$ cat src/design/rhh_pkg.sv
`timescale 1ns / 1ps
// shared types for the rgb hue rotation pipeline
package rhh_pkg;

   // pixel data that rides along the analysis and divider stages
   typedef struct packed {
      logic [7:0]  red;
      logic [7:0]  green;
      logic [7:0]  blue;
      logic [7:0]  min_val;
      logic [7:0]  delta;
      logic        gray;
      logic [15:0] lightness;
   } rhh_pix_type;

endpackage

$ cat src/design/rhh_req_if.sv
`timescale 1ns / 1ps
// pixel request channel
interface rhh_req_if;
   logic       valid;
   logic       ready;
   logic [7:0] red_in;
   logic [7:0] green_in;
   logic [7:0] blue_in;

   modport source (output valid, output red_in, output green_in, output blue_in, input ready);
   modport sink (input valid, input red_in, input green_in, input blue_in, output ready);
endinterface

$ cat src/design/rhh_rsp_if.sv
`timescale 1ns / 1ps
// rotated pixel response channel
interface rhh_rsp_if;
   logic        valid;
   logic        ready;
   logic [7:0]  red_out;
   logic [7:0]  green_out;
   logic [7:0]  blue_out;
   logic [15:0] hue_in;
   logic [15:0] saturation_in;
   logic [15:0] lightness_in;

   modport source (output valid, output red_out, output green_out, output blue_out,
                   output hue_in, output saturation_in, output lightness_in, input ready);
   modport sink (input valid, input red_out, input green_out, input blue_out,
                 input hue_in, input saturation_in, input lightness_in, output ready);
endinterface

$ cat src/design/rhh_analyze.sv
`timescale 1ns / 1ps
// two analysis stages: channel extremes, lightness and divider operands
module rhh_analyze (
   input  logic                clock,
   input  logic                reset,
   input  logic                en,
   input  logic                in_valid,
   input  logic [7:0]          red,
   input  logic [7:0]          green,
   input  logic [7:0]          blue,
   output logic                out_valid,
   output rhh_pkg::rhh_pix_type out_pix,
   output logic [23:0]         sat_num,
   output logic [7:0]          sat_den,
   output logic [10:0]         hue_num,
   output logic [10:0]         hue_den
);

   typedef enum logic [1:0] {MAX_RED, MAX_GREEN, MAX_BLUE} max_sel_type;

   logic        v1_ff, v2_ff;
   logic [7:0]  r1_ff, g1_ff, b1_ff, mx1_ff, mn1_ff;
   logic [7:0]  mx1_in, mn1_in;
   max_sel_type sel1_ff, sel1_in;

   rhh_pkg::rhh_pix_type pix2_ff, pix2_in;
   logic [23:0] snum2_ff, snum2_in;
   logic [7:0]  sden2_ff, sden2_in;
   logic [10:0] hnum2_ff, hnum2_in;
   logic [10:0] hden2_ff, hden2_in;

   // stage 1: max with red, green, blue priority, and min
   always_comb begin
      mx1_in  = red;
      sel1_in = MAX_RED;
      if (green > mx1_in) begin
         mx1_in  = green;
         sel1_in = MAX_GREEN;
      end
      if (blue > mx1_in) begin
         mx1_in  = blue;
         sel1_in = MAX_BLUE;
      end
      mn1_in = red;
      if (green < mn1_in) mn1_in = green;
      if (blue < mn1_in) mn1_in = blue;
   end

   // stage 2: delta, sum, lightness, saturation and hue operands
   always_comb begin : stage2
      logic [7:0]  delta;
      logic [8:0]  sum;
      logic [10:0] d6;
      logic [10:0] base;
      logic [7:0]  plus_term;
      logic [7:0]  minus_term;
      logic [11:0] tmp;
      delta = mx1_ff - mn1_ff;
      sum   = {1'b0, mx1_ff} + {1'b0, mn1_ff};
      d6    = 11'({1'b0, delta, 2'b00}) + 11'({2'b00, delta, 1'b0});
      case (sel1_ff)
         MAX_RED: begin
            base       = '0;
            plus_term  = g1_ff;
            minus_term = b1_ff;
         end
         MAX_GREEN: begin
            base       = 11'({2'b00, delta, 1'b0});
            plus_term  = b1_ff;
            minus_term = r1_ff;
         end
         default: begin
            base       = 11'({1'b0, delta, 2'b00});
            plus_term  = r1_ff;
            minus_term = g1_ff;
         end
      endcase
      // always at least 5*delta, so no underflow
      tmp = {1'b0, d6} + {1'b0, base} + 12'(plus_term) - 12'(minus_term);
      if (tmp >= {1'b0, d6}) tmp = tmp - {1'b0, d6};
      hnum2_in = tmp[10:0];
      hden2_in = d6;

      pix2_in.red       = r1_ff;
      pix2_in.green     = g1_ff;
      pix2_in.blue      = b1_ff;
      pix2_in.min_val   = mn1_ff;
      pix2_in.delta     = delta;
      pix2_in.gray      = (delta == 8'd0);
      // sum * 65535 / 510 is exactly sum * 257 / 2
      pix2_in.lightness = 16'(({sum, 8'b0} + 17'(sum)) >> 1);

      snum2_in = {delta, 16'b0} - 24'(delta);
      if (sum <= 9'd255) sden2_in = sum[7:0];
      else sden2_in = 8'(10'd510 - {1'b0, sum});
   end

   always_ff @(posedge clock) begin
      if (reset) begin
         v1_ff <= 1'b0;
         v2_ff <= 1'b0;
      end else if (en) begin
         v1_ff <= in_valid;
         v2_ff <= v1_ff;
      end
   end

   always_ff @(posedge clock) begin
      if (en) begin
         r1_ff    <= red;
         g1_ff    <= green;
         b1_ff    <= blue;
         mx1_ff   <= mx1_in;
         mn1_ff   <= mn1_in;
         sel1_ff  <= sel1_in;
         pix2_ff  <= pix2_in;
         snum2_ff <= snum2_in;
         sden2_ff <= sden2_in;
         hnum2_ff <= hnum2_in;
         hden2_ff <= hden2_in;
      end
   end

   assign out_valid = v2_ff;
   assign out_pix   = pix2_ff;
   assign sat_num   = snum2_ff;
   assign sat_den   = sden2_ff;
   assign hue_num   = hnum2_ff;
   assign hue_den   = hden2_ff;

endmodule

$ cat src/design/rhh_div.sv
`timescale 1ns / 1ps
// pipelined restoring dividers for saturation and hue, up to four quotient bits per stage
module rhh_div #(
   parameter int FRACTION_BITS = 16
) (
   input  logic                     clock,
   input  logic                     reset,
   input  logic                     en,
   input  logic                     in_valid,
   input  rhh_pkg::rhh_pix_type     in_pix,
   input  logic [23:0]              sat_num,
   input  logic [7:0]               sat_den,
   input  logic [10:0]              hue_num,
   input  logic [10:0]              hue_den,
   output logic                     out_valid,
   output rhh_pkg::rhh_pix_type     out_pix,
   output logic [15:0]              out_sat,
   output logic [FRACTION_BITS-1:0] out_hue
);

   localparam int QMAX    = (FRACTION_BITS > 16) ? FRACTION_BITS : 16;
   localparam int STAGES  = (QMAX + 3) / 4;
   localparam int SAT_SPS = (16 + STAGES - 1) / STAGES;
   localparam int HUE_SPS = (FRACTION_BITS + STAGES - 1) / STAGES;

   logic                     valid_w [STAGES+1];
   rhh_pkg::rhh_pix_type     pix_w   [STAGES+1];
   logic [7:0]               srem_w  [STAGES+1];
   logic [15:0]              sword_w [STAGES+1];
   logic [7:0]               sden_w  [STAGES+1];
   logic [10:0]              hrem_w  [STAGES+1];
   logic [FRACTION_BITS-1:0] hword_w [STAGES+1];
   logic [10:0]              hden_w  [STAGES+1];

   // for a colored pixel the partial remainder starts below the divisor, quotient bits shift in at the bottom
   assign valid_w[0] = in_valid;
   assign pix_w[0]   = in_pix;
   assign srem_w[0]  = sat_num[23:16];
   assign sword_w[0] = sat_num[15:0];
   assign sden_w[0]  = sat_den;
   assign hrem_w[0]  = hue_num;
   assign hword_w[0] = '0;
   assign hden_w[0]  = hue_den;

   for (genvar s = 0; s < STAGES; s++) begin : g_stage
      logic                     valid_ff;
      rhh_pkg::rhh_pix_type     pix_ff;
      logic [7:0]               srem_ff, srem_in, sden_ff;
      logic [15:0]              sword_ff, sword_in;
      logic [10:0]              hrem_ff, hrem_in, hden_ff;
      logic [FRACTION_BITS-1:0] hword_ff, hword_in;

      always_comb begin : div_step
         logic [8:0]  st;
         logic [11:0] ht;
         srem_in  = srem_w[s];
         sword_in = sword_w[s];
         hrem_in  = hrem_w[s];
         hword_in = hword_w[s];
         st = '0;
         ht = '0;
         for (int j = 0; j < SAT_SPS; j++) begin
            if (s * SAT_SPS + j < 16) begin
               st       = {srem_in, sword_in[15]};
               sword_in = {sword_in[14:0], 1'b0};
               if (st >= {1'b0, sden_w[s]}) begin
                  srem_in     = 8'(st - {1'b0, sden_w[s]});
                  sword_in[0] = 1'b1;
               end else begin
                  srem_in = st[7:0];
               end
            end
         end
         for (int j = 0; j < HUE_SPS; j++) begin
            if (s * HUE_SPS + j < FRACTION_BITS) begin
               ht       = {hrem_in, hword_in[FRACTION_BITS-1]};
               hword_in = {hword_in[FRACTION_BITS-2:0], 1'b0};
               if (ht >= {1'b0, hden_w[s]}) begin
                  hrem_in     = 11'(ht - {1'b0, hden_w[s]});
                  hword_in[0] = 1'b1;
               end else begin
                  hrem_in = ht[10:0];
               end
            end
         end
      end

      always_ff @(posedge clock) begin
         if (reset) begin
            valid_ff <= 1'b0;
         end else if (en) begin
            valid_ff <= valid_w[s];
         end
      end

      always_ff @(posedge clock) begin
         if (en) begin
            pix_ff   <= pix_w[s];
            srem_ff  <= srem_in;
            sword_ff <= sword_in;
            sden_ff  <= sden_w[s];
            hrem_ff  <= hrem_in;
            hword_ff <= hword_in;
            hden_ff  <= hden_w[s];
         end
      end

      assign valid_w[s+1] = valid_ff;
      assign pix_w[s+1]   = pix_ff;
      assign srem_w[s+1]  = srem_ff;
      assign sword_w[s+1] = sword_ff;
      assign sden_w[s+1]  = sden_ff;
      assign hrem_w[s+1]  = hrem_ff;
      assign hword_w[s+1] = hword_ff;
      assign hden_w[s+1]  = hden_ff;
   end

   assign out_valid = valid_w[STAGES];
   assign out_pix   = pix_w[STAGES];
   assign out_sat   = sword_w[STAGES];
   assign out_hue   = hword_w[STAGES];

endmodule

$ cat src/design/rhh_rebuild.sv
`timescale 1ns / 1ps
// hue offset, channel curves and output register
module rhh_rebuild #(
   parameter int FRACTION_BITS = 16
) (
   input  logic                     clock,
   input  logic                     reset,
   input  logic                     en,
   input  logic                     in_valid,
   input  rhh_pkg::rhh_pix_type     in_pix,
   input  logic [15:0]              in_sat,
   input  logic [FRACTION_BITS-1:0] in_hue,
   input  logic [15:0]              hue_offset,
   output logic                     out_valid,
   output logic [7:0]               out_red,
   output logic [7:0]               out_green,
   output logic [7:0]               out_blue,
   output logic [15:0]              out_hue,
   output logic [15:0]              out_sat,
   output logic [15:0]              out_light
);

   localparam int FB = FRACTION_BITS;
   localparam int UW = FB + 4;
   localparam int PW = FB + 9;
   localparam logic [UW-1:0] T1 = UW'(1) << FB;
   localparam logic [UW-1:0] T2 = UW'(2) << FB;
   localparam logic [UW-1:0] T3 = UW'(3) << FB;
   localparam logic [UW-1:0] T4 = UW'(4) << FB;
   localparam logic [UW-1:0] T6 = UW'(6) << FB;

   typedef enum logic [1:0] {SEG_RISE, SEG_TOP, SEG_FALL, SEG_ZERO} seg_type;

   logic v1_ff, v2_ff, v3_ff, v4_ff;
   rhh_pkg::rhh_pix_type pix1_ff, pix2_ff, pix3_ff;
   logic [15:0] hue1_ff, sat1_ff, hue2_ff, sat2_ff, hue3_ff, sat3_ff;
   logic [FB-1:0] h1_ff, h1_in;
   logic [15:0] hue1_in, sat1_in;
   logic [UW-1:0] u2_ff [3];
   logic [UW-1:0] u2_in [3];
   logic [PW-1:0] prod3_ff [3];
   logic [PW-1:0] prod3_in [3];
   seg_type seg3_ff [3];
   seg_type seg3_in [3];
   logic [7:0] chan4_ff [3];
   logic [7:0] chan4_in [3];
   logic [15:0] hue4_ff, sat4_ff, light4_ff;

   // stage 1: add the aligned offset, wrap modulo one turn, zero hue and saturation of gray pixels
   always_comb begin : stage1
      logic [FB-1:0] off;
      off     = FB'(({hue_offset, {FB{1'b0}}}) >> 16);
      h1_in   = in_hue + off;
      hue1_in = in_pix.gray ? 16'd0 : 16'(({in_hue, 16'b0}) >> FB);
      sat1_in = in_pix.gray ? 16'd0 : in_sat;
   end

   // stage 2: curve positions for red, green and blue
   always_comb begin : stage2
      logic [UW-1:0] u;
      logic [UW-1:0] ur;
      logic [UW-1:0] ub;
      u  = UW'({h1_ff, 2'b00}) + UW'({h1_ff, 1'b0});
      ur = u + T2;
      if (ur >= T6) ur = ur - T6;
      ub = u + T4;
      if (ub >= T6) ub = ub - T6;
      u2_in[0] = ur;
      u2_in[1] = u;
      u2_in[2] = ub;
   end

   // stage 3: segment of the curve and delta times the ramp
   always_comb begin : stage3
      logic [UW-1:0] x;
      for (int c = 0; c < 3; c++) begin
         x = '0;
         if (u2_ff[c] < T1) begin
            seg3_in[c] = SEG_RISE;
            x          = u2_ff[c];
         end else if (u2_ff[c] < T3) begin
            seg3_in[c] = SEG_TOP;
         end else if (u2_ff[c] < T4) begin
            seg3_in[c] = SEG_FALL;
            x          = T4 - u2_ff[c];
         end else begin
            seg3_in[c] = SEG_ZERO;
         end
         prod3_in[c] = PW'(pix2_ff.delta) * PW'(x);
      end
   end

   // stage 4: min plus the truncated ramp, plus delta on the top segment, plus nothing on the zero segment
   always_comb begin : stage4
      logic [7:0] add;
      for (int c = 0; c < 3; c++) begin
         case (seg3_ff[c]) inside
            SEG_RISE, SEG_FALL: add = prod3_ff[c][FB+7:FB];
            SEG_TOP:            add = pix3_ff.delta;
            default:            add = 8'd0;
         endcase
         chan4_in[c] = pix3_ff.min_val + add;
      end
   end

   always_ff @(posedge clock) begin
      if (reset) begin
         v1_ff <= 1'b0;
         v2_ff <= 1'b0;
         v3_ff <= 1'b0;
         v4_ff <= 1'b0;
      end else if (en) begin
         v1_ff <= in_valid;
         v2_ff <= v1_ff;
         v3_ff <= v2_ff;
         v4_ff <= v3_ff;
      end
   end

   always_ff @(posedge clock) begin
      if (en) begin
         pix1_ff   <= in_pix;
         h1_ff     <= h1_in;
         hue1_ff   <= hue1_in;
         sat1_ff   <= sat1_in;
         pix2_ff   <= pix1_ff;
         u2_ff     <= u2_in;
         hue2_ff   <= hue1_ff;
         sat2_ff   <= sat1_ff;
         pix3_ff   <= pix2_ff;
         prod3_ff  <= prod3_in;
         seg3_ff   <= seg3_in;
         hue3_ff   <= hue2_ff;
         sat3_ff   <= sat2_ff;
         chan4_ff  <= chan4_in;
         hue4_ff   <= hue3_ff;
         sat4_ff   <= sat3_ff;
         light4_ff <= pix3_ff.lightness;
      end
   end

   assign out_valid = v4_ff;
   assign out_red   = chan4_ff[0];
   assign out_green = chan4_ff[1];
   assign out_blue  = chan4_ff[2];
   assign out_hue   = hue4_ff;
   assign out_sat   = sat4_ff;
   assign out_light = light4_ff;

endmodule

$ cat src/design/rgb_hsl_hue_rotate_unit.sv
`timescale 1ns / 1ps
// throughput: one transaction per cycle while the response channel is not stalled
// the two dividers retire up to four quotient bits a stage
// a response not taken stalls every stage at once, so nothing is dropped or repeated
// reset (synchronous, active high) clears all valid bits and sets hue_offset to 0
module rgb_hsl_hue_rotate_unit #(
   parameter int FRACTION_BITS = 16
) (
   input  logic         clock,
   input  logic         reset,
   rhh_req_if.sink      req_if,
   rhh_rsp_if.source    rsp_if,
   input  logic         csr_wr_en,
   input  logic [15:0]  csr_wr_data
);

   logic        en;
   logic [15:0] hue_offset_ff;

   logic                 a_valid;
   rhh_pkg::rhh_pix_type a_pix;
   logic [23:0]          a_sat_num;
   logic [7:0]           a_sat_den;
   logic [10:0]          a_hue_num;
   logic [10:0]          a_hue_den;

   logic                     d_valid;
   rhh_pkg::rhh_pix_type     d_pix;
   logic [15:0]              d_sat;
   logic [FRACTION_BITS-1:0] d_hue;

   always_ff @(posedge clock) begin
      if (reset) begin
         hue_offset_ff <= '0;
      end else if (csr_wr_en) begin
         hue_offset_ff <= csr_wr_data;
      end
   end

   // whole pipeline moves unless the output register holds an untaken transaction
   assign en           = !rsp_if.valid || rsp_if.ready;
   assign req_if.ready = en;

   rhh_analyze u_analyze (
      .clock     (clock),
      .reset     (reset),
      .en        (en),
      .in_valid  (req_if.valid),
      .red       (req_if.red_in),
      .green     (req_if.green_in),
      .blue      (req_if.blue_in),
      .out_valid (a_valid),
      .out_pix   (a_pix),
      .sat_num   (a_sat_num),
      .sat_den   (a_sat_den),
      .hue_num   (a_hue_num),
      .hue_den   (a_hue_den)
   );

   rhh_div #(.FRACTION_BITS(FRACTION_BITS)) u_div (
      .clock     (clock),
      .reset     (reset),
      .en        (en),
      .in_valid  (a_valid),
      .in_pix    (a_pix),
      .sat_num   (a_sat_num),
      .sat_den   (a_sat_den),
      .hue_num   (a_hue_num),
      .hue_den   (a_hue_den),
      .out_valid (d_valid),
      .out_pix   (d_pix),
      .out_sat   (d_sat),
      .out_hue   (d_hue)
   );

   rhh_rebuild #(.FRACTION_BITS(FRACTION_BITS)) u_rebuild (
      .clock      (clock),
      .reset      (reset),
      .en         (en),
      .in_valid   (d_valid),
      .in_pix     (d_pix),
      .in_sat     (d_sat),
      .in_hue     (d_hue),
      .hue_offset (hue_offset_ff),
      .out_valid  (rsp_if.valid),
      .out_red    (rsp_if.red_out),
      .out_green  (rsp_if.green_out),
      .out_blue   (rsp_if.blue_out),
      .out_hue    (rsp_if.hue_in),
      .out_sat    (rsp_if.saturation_in),
      .out_light  (rsp_if.lightness_in)
   );

   // zero saturation happens only for gray pixels, which pass unchanged
   a_gray_passes: assert property (@(posedge clock) disable iff (reset)
      rsp_if.valid && rsp_if.saturation_in == 16'd0 |->
         rsp_if.red_out == rsp_if.green_out && rsp_if.green_out == rsp_if.blue_out
         && rsp_if.hue_in == 16'd0)
      else $error("gray transaction not passed through");

   // gray lightness is 257 times the channel value
   a_gray_light: assert property (@(posedge clock) disable iff (reset)
      rsp_if.valid && rsp_if.saturation_in == 16'd0 |->
         rsp_if.lightness_in == ({rsp_if.red_out, 8'b0} + 16'(rsp_if.red_out)))
      else $error("gray lightness mismatch");

   // a colored pixel keeps one channel at max and one at min, so never all equal
   a_color_spread: assert property (@(posedge clock) disable iff (reset)
      rsp_if.valid && rsp_if.saturation_in != 16'd0 |->
         !(rsp_if.red_out == rsp_if.green_out && rsp_if.green_out == rsp_if.blue_out))
      else $error("colored transaction lost its channel spread");

endmodule
$ cat src/flat_wrapper.sv
// flat-port wrapper written by rule: the top's interface ports become plain ports
module rgb_hsl_hue_rotate_unit_flat 
#(
   parameter int FRACTION_BITS = 16
)
  (clock, reset, csr_wr_en, csr_wr_data, req_if_valid, req_if_red_in, req_if_green_in, req_if_blue_in, req_if_ready, rsp_if_valid, rsp_if_red_out, rsp_if_green_out, rsp_if_blue_out, rsp_if_hue_in, rsp_if_saturation_in, rsp_if_lightness_in, rsp_if_ready);
  rhh_req_if req_if_i ();
  rhh_rsp_if rsp_if_i ();
  input  logic clock;
  input  logic reset;
  input  logic csr_wr_en;
  input  logic [15:0] csr_wr_data;
  input wire logic [$bits(req_if_i.valid)-1:0] req_if_valid;
  input wire logic [$bits(req_if_i.red_in)-1:0] req_if_red_in;
  input wire logic [$bits(req_if_i.green_in)-1:0] req_if_green_in;
  input wire logic [$bits(req_if_i.blue_in)-1:0] req_if_blue_in;
  output wire logic [$bits(req_if_i.ready)-1:0] req_if_ready;
  output wire logic [$bits(rsp_if_i.valid)-1:0] rsp_if_valid;
  output wire logic [$bits(rsp_if_i.red_out)-1:0] rsp_if_red_out;
  output wire logic [$bits(rsp_if_i.green_out)-1:0] rsp_if_green_out;
  output wire logic [$bits(rsp_if_i.blue_out)-1:0] rsp_if_blue_out;
  output wire logic [$bits(rsp_if_i.hue_in)-1:0] rsp_if_hue_in;
  output wire logic [$bits(rsp_if_i.saturation_in)-1:0] rsp_if_saturation_in;
  output wire logic [$bits(rsp_if_i.lightness_in)-1:0] rsp_if_lightness_in;
  input wire logic [$bits(rsp_if_i.ready)-1:0] rsp_if_ready;
  assign req_if_i.valid = req_if_valid;
  assign req_if_i.red_in = req_if_red_in;
  assign req_if_i.green_in = req_if_green_in;
  assign req_if_i.blue_in = req_if_blue_in;
  assign req_if_ready = req_if_i.ready;
  assign rsp_if_valid = rsp_if_i.valid;
  assign rsp_if_red_out = rsp_if_i.red_out;
  assign rsp_if_green_out = rsp_if_i.green_out;
  assign rsp_if_blue_out = rsp_if_i.blue_out;
  assign rsp_if_hue_in = rsp_if_i.hue_in;
  assign rsp_if_saturation_in = rsp_if_i.saturation_in;
  assign rsp_if_lightness_in = rsp_if_i.lightness_in;
  assign rsp_if_i.ready = rsp_if_ready;
  rgb_hsl_hue_rotate_unit #(.FRACTION_BITS(FRACTION_BITS)) u_core (.clock(clock), .reset(reset), .req_if(req_if_i), .rsp_if(rsp_if_i), .csr_wr_en(csr_wr_en), .csr_wr_data(csr_wr_data));
endmodule
$ cat config.mk
export PLATFORM = sky130hd
export DESIGN_NAME = rgb_hsl_hue_rotate_unit_flat
export DESIGN_NICKNAME = d
export VERILOG_FILES = /design/src/design/rhh_pkg.sv /design/src/design/rhh_req_if.sv /design/src/design/rhh_rsp_if.sv /design/src/design/rhh_analyze.sv /design/src/design/rhh_div.sv /design/src/design/rhh_rebuild.sv /design/src/design/rgb_hsl_hue_rotate_unit.sv /design/src/flat_wrapper.sv
export SDC_FILE = /design/constraint.sdc
export NUM_CORES = 2
export LEC_CHECK = 0
export BUFFER_PORTS_ARGS = -buffer_cell sky130_fd_sc_hd__buf_2
export CORE_MARGIN = 2
export CORE_UTILIZATION = 66
export DETAILED_ROUTE_END_ITERATION = 6
export GPL_ROUTABILITY_DRIVEN = 0
export MAX_ROUTING_LAYER = met4
export PLACE_DENSITY = 0.88
export SLEW_MARGIN = 30
export SYNTH_ARGS = -nofsm -noshare
export SYNTH_HDL_FRONTEND = slang
export SYNTH_SLANG_ARGS = --single-unit
export TNS_END_PERCENT = 1
$ cat constraint.sdc
create_clock -name clock -period 46.7 [get_ports clock]
set_input_delay 9.34 -clock clock [delete_from_list [all_inputs] [get_ports clock]]
set_output_delay 9.34 -clock clock [all_outputs]
set_load 0.02 [all_outputs]
Word level (Yosys, flattened, before mapping)
Cells that the tools add are included.
- register bits: 923
- latch bits: 0
- memory bits (writable): 0
- memory bits (read-only): 0
- word-level logic and storage cells: 317
- memories kept: 0
- $add $sub $neg: 52
- multipliers: 3
- divide/modulo/power cells: 0
- magnitude comparators: 49
- equality and inequality tests: 7
- shifts and indexed selects: 0
- mux-type cells: 95
- bitwise operators: 0
- reductions and logical operators: 13
- operator list (operator ; number):
    20-bit two-way mux ; 11
    8-bit two-way mux ; 26
    12-bit by 11-bit >= comparator with 1-bit output ; 17
    11-bit two-way mux ; 16
    11-bit subtractor ; 16
    9-bit by 8-bit >= comparator with 1-bit output ; 16
    8-bit subtractor ; 16
    8-bit by 20-bit multiplier with 24-bit output ; 3
    20-bit by 17-bit < comparator with 1-bit output (second input constant) ; 3
    20-bit by 18-bit < comparator with 1-bit output (second input constant) ; 3
    20-bit by 19-bit < comparator with 1-bit output (second input constant) ; 3
    19-bit by 20-bit subtractor with 20-bit output (first input constant) ; 3
    20-bit by 19-bit >= comparator with 1-bit output (second input constant) ; 2
    20-bit by 19-bit subtractor with 20-bit output (second input constant) ; 2
    1-bit two-way mux ; 39
    8-bit one-hot mux with 2 select lines ; 2
    8-bit adder ; 3
    24-bit by 8-bit subtractor with 24-bit output ; 1
    19-bit by 18-bit adder with 20-bit output (second input constant) ; 1
    19-bit by 19-bit adder with 20-bit output (second input constant) ; 1
    10-bit one-hot mux with 2 select lines ; 1
    18-bit by 17-bit adder with 19-bit output ; 1
    17-bit by 9-bit adder with 17-bit output ; 1
    16-bit adder ; 1
    other kinds (16) ; 31

Longest topological paths before layout
- depth after elaboration: 8
- mapped depth: 43

By module
From an unflattened synthesis, not the netlist that was laid out.
- cells, all modules: 5709
- area, all modules: 64643.2 µm²
- by module, submodules not included (module ; times used ; cells each ; area each (µm²) ; seq. area each (µm²)):
    rhh_div ; 1 ; 2633 ; 28969.0 ; 13472.9
    rhh_rebuild ; 1 ; 2282 ; 26072.5 ; 10109.7
    rhh_analyze ; 1 ; 741 ; 9014.9 ; 4454.3
    rgb_hsl_hue_rotate_unit ; 1 ; 53 ; 586.8 ; 320.3

Worst setup path after synthesis
Ideal clock, no wire load.
- path type: input to output
- start point: input rsp_if_ready
- end point: output req_if_ready
- arrival: 23868 ps
- data required time: 37360 ps
- setup slack: 13492 ps
- cell stages on the path: 2
- path buffers: 0
- cells stage by stage: nor2b_1 clkinv_1
- longest elaborated chain between the ends: 1
- RTL lines (element ; RTL line ; RTL):
    start, declared ; flat_wrapper.sv:25 ; input wire logic [$bits(rsp_if_i.ready)-1:0] rsp_if_ready;
    1-bit logical OR ; rgb_hsl_hue_rotate_unit.sv:41 ; assign en = !rsp_if.valid || rsp_if.ready;
    end, declared ; flat_wrapper.sv:17 ; output wire logic [$bits(req_if_i.ready)-1:0] req_if_ready;
Every way passes these cells.

Worst setup path after layout
Same ends and word-level chain as after synthesis.

==> impl_results.md <==
* RSZ-0062 raised after global routing: no
* GRT Total Usage at 0.305
* Worst reg-to-reg path cell count at 37
* Largest net degree at the start of global routing at 107
* Setup slack, reg-to-reg at 35.40 ns
* Worst path bufs/invs at 3
* Core ar. at 88000 µm²
* MaxCap Viol Count at 0
* I/O pin total at 119
* CP Capture Type: primary output
* Worst clock skew at 0.0191 ns
* Clk sinks at 815
* Worst path most repeated cell: buf_2
* Drt first pass iters at 7
* Final setup fails at 0
* HP Start: u_core.u_div.out_pix[32]
* Status: finished, violations left
* Cell Chain, Critical Path: buf_2 > nor2b_1 > inv_8 > buf_2
* Hold-critical path depth at 0
* Worst Setup Start Kind: primary input
* Die width at 301 µm
* WL/cell at 20.1 µm
* Failing checks: DRC
* DR vias at 41300
* Die Y-Extent at 301 µm
* Netlist Area Pre-Place at 58300 µm²
* Average cell area after synthesis at 11.1 µm²
* Final ANT Viol Nets at 0
* Clock buffer depth at 3
* Share of layout cells above drive strength 1 at 0.0912
* CTS hold repair buffers at 0
* Worst path arrival time at 11.04 ns
* Row count at 109
* Initial antenna violation count at 1
* Number of port buffers at 118
* Compound-cell area share of the yosys netlist at 0.113
* H-tree depth at 3
* Period minus WS final at 20.38 ns
* Worst EP required at 37.36 ns
* Multi-input combinational cell area at 31400 µm²
* Setup repair bufs after CTS at 0
* DR vias/cell at 6.22
* Synth async-reset ratio at 0
* Slew Limit Fails at 0
* Root buffer cell: clkbuf_16
* Worst reg2reg startpoint: u_core.u_div.g_stage[0].pix_ff[17]
* Post-CTS Resized at 0
* Achievable clock frequency at 49.1 MHz
* Syn Inst Count at 5265
* Slew @ Worst Pin at 1.06 ns
* Hpwl dp at 93000 µm
* DIE AREA at 90800 µm²
* Vias in the first global route at 41800
* Initial Utilization at 0.663
* EDFF count, synth at 789
* Post-route DRC violation count at 1
* Simple-gate share of the synthesized area at 0.115
* Netlist cell types at 104
* Clk Latency, worst-skew pair at 0.66 ns
* Hold Path Class: register to register
* Critical path class: primary input to primary output
* Synth Register Bits at 815
* Final hold violations at 0
* Initial drt markers at 4119
* Most used DFF post-synth: edfxtp_1
* CP max-delay cell: nor2b_1
* Hold Path Sink: u_core.u_rebuild.pix1_ff[32]
* Sequential cell area at 24200 µm²
* Mux contribution to synthesized area at 0.0399
* Synth Area in Adders at 0.224
* Max-slew headroom at 0.296
* Gr ovfl total at 0
* Max stage delay on crit path at 0.70 ns
* Synthesis Warnings at 0
* Final worst path period share at 0.436
* NumNets Final at 6297
* Total negative slack at 0 ns
* Sequential-to-total area share from yosys stat at 0.415
* Largest family of logic cells by synthesized area: adder cells
* TritonCTS clock tree: built
* Fillers at 5717
* Crit-path leading delay family: buffers and inverters
* Post-Synth XOR/XNOR Area at 0.0450
* First-pass GRT wire length at 215000 µm
* Aggregate routed wire length at 133000 µm
* RR Endpoint: u_core.u_div.g_stage[1].hrem_ff[8]
* Synth-to-layout area growth at 8.05%
* CTS clk-pin slew, worst paths at 0.06 ns
* Critical Path Fanout Max at 106
* Num CTS Buffers at 84
-- synth_stat cells, drive strengths merged (20+ instances only) --
master,n,area (µm²)
o21bai,41,308
a22o,20,178
mux2i,85,851
or3,29,194
inv,615,2310
nand3b,23,173
a31oi,22,138
o21a,68,510
o31ai,34,275
nor2,270,1020
xor2,100,876
nor3,84,453
nand2,417,1570
a21o,107,803
dfxtp,26,521
ha,514,6430
mux2,131,1480
a21boi,26,199
a211oi,29,260
a21oi,285,1440
nand3,42,210
and2,180,1140
o21ai,244,1220
edfxtp,789,23700
fa,332,6650
clkbuf,86,333
and3,23,144
nand2b,55,344
nand4,54,338
xnor2,200,1750
nor2b,105,657
buf,28,155
-- stage by stage --
stage / worst slack (ns) / hold WS, ns / cell area [µm²] / util / instances
detailed placement: 26.37 / 0.405 / 60300 / 0.685 / 6485
floorplan: 13.49 / 0.400 / 58400 / - / 5278
finish: 26.32 / 0.414 / 63000 / 0.717 / 6637
global placement: 26.42 / 0.400 / 60200 / 0.685 / 6485
CTS: 26.37 / 0.404 / 63000 / 0.716 / 6636
global route: 26.21 / 0.410 / 63000 / 0.717 / 6637
-- worst register-to-register path, delay by kind of cell (launching register included) --
| kind | cells | cell delay, ns |
|---|---|---|
| buffers and inverters | 5 | 1.46 |
| flip-flops | 1 | 0.84 |
| multiplexers | 2 | 0.64 |
| adder cells (fa/ha/maj) | 4 | 1.35 |
| AND/OR/NAND/NOR | 7 | 2.01 |
| AO/OA/AOI/OAI | 19 | 4.74 |
-- layer usage --
layer  routed length, µm  GRT usage  vias up
met5                   0          -        -
met1               50500      0.364    20000
met2               66400      0.505     2009
li1                    -          -    18800
met4                6350      0.145        0
met3                9890     0.0493      513
-- cell type report --
cell class                      count  area share
Multi-Input combinational cell   3732       0.498
Sequential cell                   815       0.384
Inverter                          617      0.0369
Clock buffer                      104      0.0357
Tap cell                         1165      0.0231
Timing Repair Buffer              156      0.0143
Clock inverter                     47     0.00748
Antenna cell                        1   0.0000397
-- registers in the layout (all words and copies together) (netlist names), 26 cells and up --
| signal | flops |
|---|---|
| u_core.u_div.g_stage.pix_ff | 99 |
| u_core.u_div.g_stage.sword_ff | 43 |
| u_core.u_analyze.out_pix | 33 |
| u_core.u_div.out_pix | 33 |
| u_core.u_rebuild.pix1_ff | 32 |
| u_core.u_rebuild.pix2_ff | 32 |
| u_core.u_rebuild.pix3_ff | 32 |
| u_core.u_div.g_stage.hrem_ff | 30 |
| u_core.u_div.g_stage.hden_ff | 26 |
-- worst max path at each step --
stage               depth (start not counted)         start            to
floorplan                                   2  rsp_if_ready  req_if_ready
global placement                            4  rsp_if_ready  req_if_ready
detailed placement                          4  rsp_if_ready  req_if_ready
CTS                                         4  rsp_if_ready  req_if_ready
global route                                4  rsp_if_ready  req_if_ready
finish                                      4  rsp_if_ready  req_if_ready
-- cells in the final DEF, fill, tap and decap left out, types with 29 or more instances in the layout --
cell type | netlist | routed
o21a_1 | 68 | 68
edfxtp_1 | 789 | 789
mux2i_1 | 85 | 85
nor2_1 | 269 | 269
a21oi_1 | 281 | 279
o21bai_1 | 41 | 41
clkbuf_16 | 0 | 85
nand2_1 | 417 | 417
nand4_1 | 54 | 54
nor3_1 | 80 | 78
o21ai_0 | 234 | 234
ha_1 | 514 | 514
nand2b_1 | 55 | 55
nor2b_1 | 105 | 105
xnor2_1 | 200 | 200
inv_1 | 612 | 612
fa_1 | 332 | 332
buf_4 | 7 | 32
xor2_1 | 100 | 99
mux2_2 | 129 | 129
and2_1 | 172 | 172
buf_2 | 13 | 118
o31ai_1 | 30 | 29
a21o_1 | 107 | 107
nand3_1 | 42 | 42
-- logic make-up (layout without fill, tap and decap cells) --
group / Yosys count / in the layout
and+or+nand+nor: 1344 / 1344
other: 2 / 16
adders and majority gates: 846 / 846
xor gates and xnor gates: 300 / 300
AOI/OAI and AO/OA: 1011 / 1011
buffers and inverters: 731 / 924
DFF: 815 / 815
muxes: 216 / 216
Power is not shown: default switching activity piles up to over one toggle a cycle in this logic, so the estimate is an artifact.
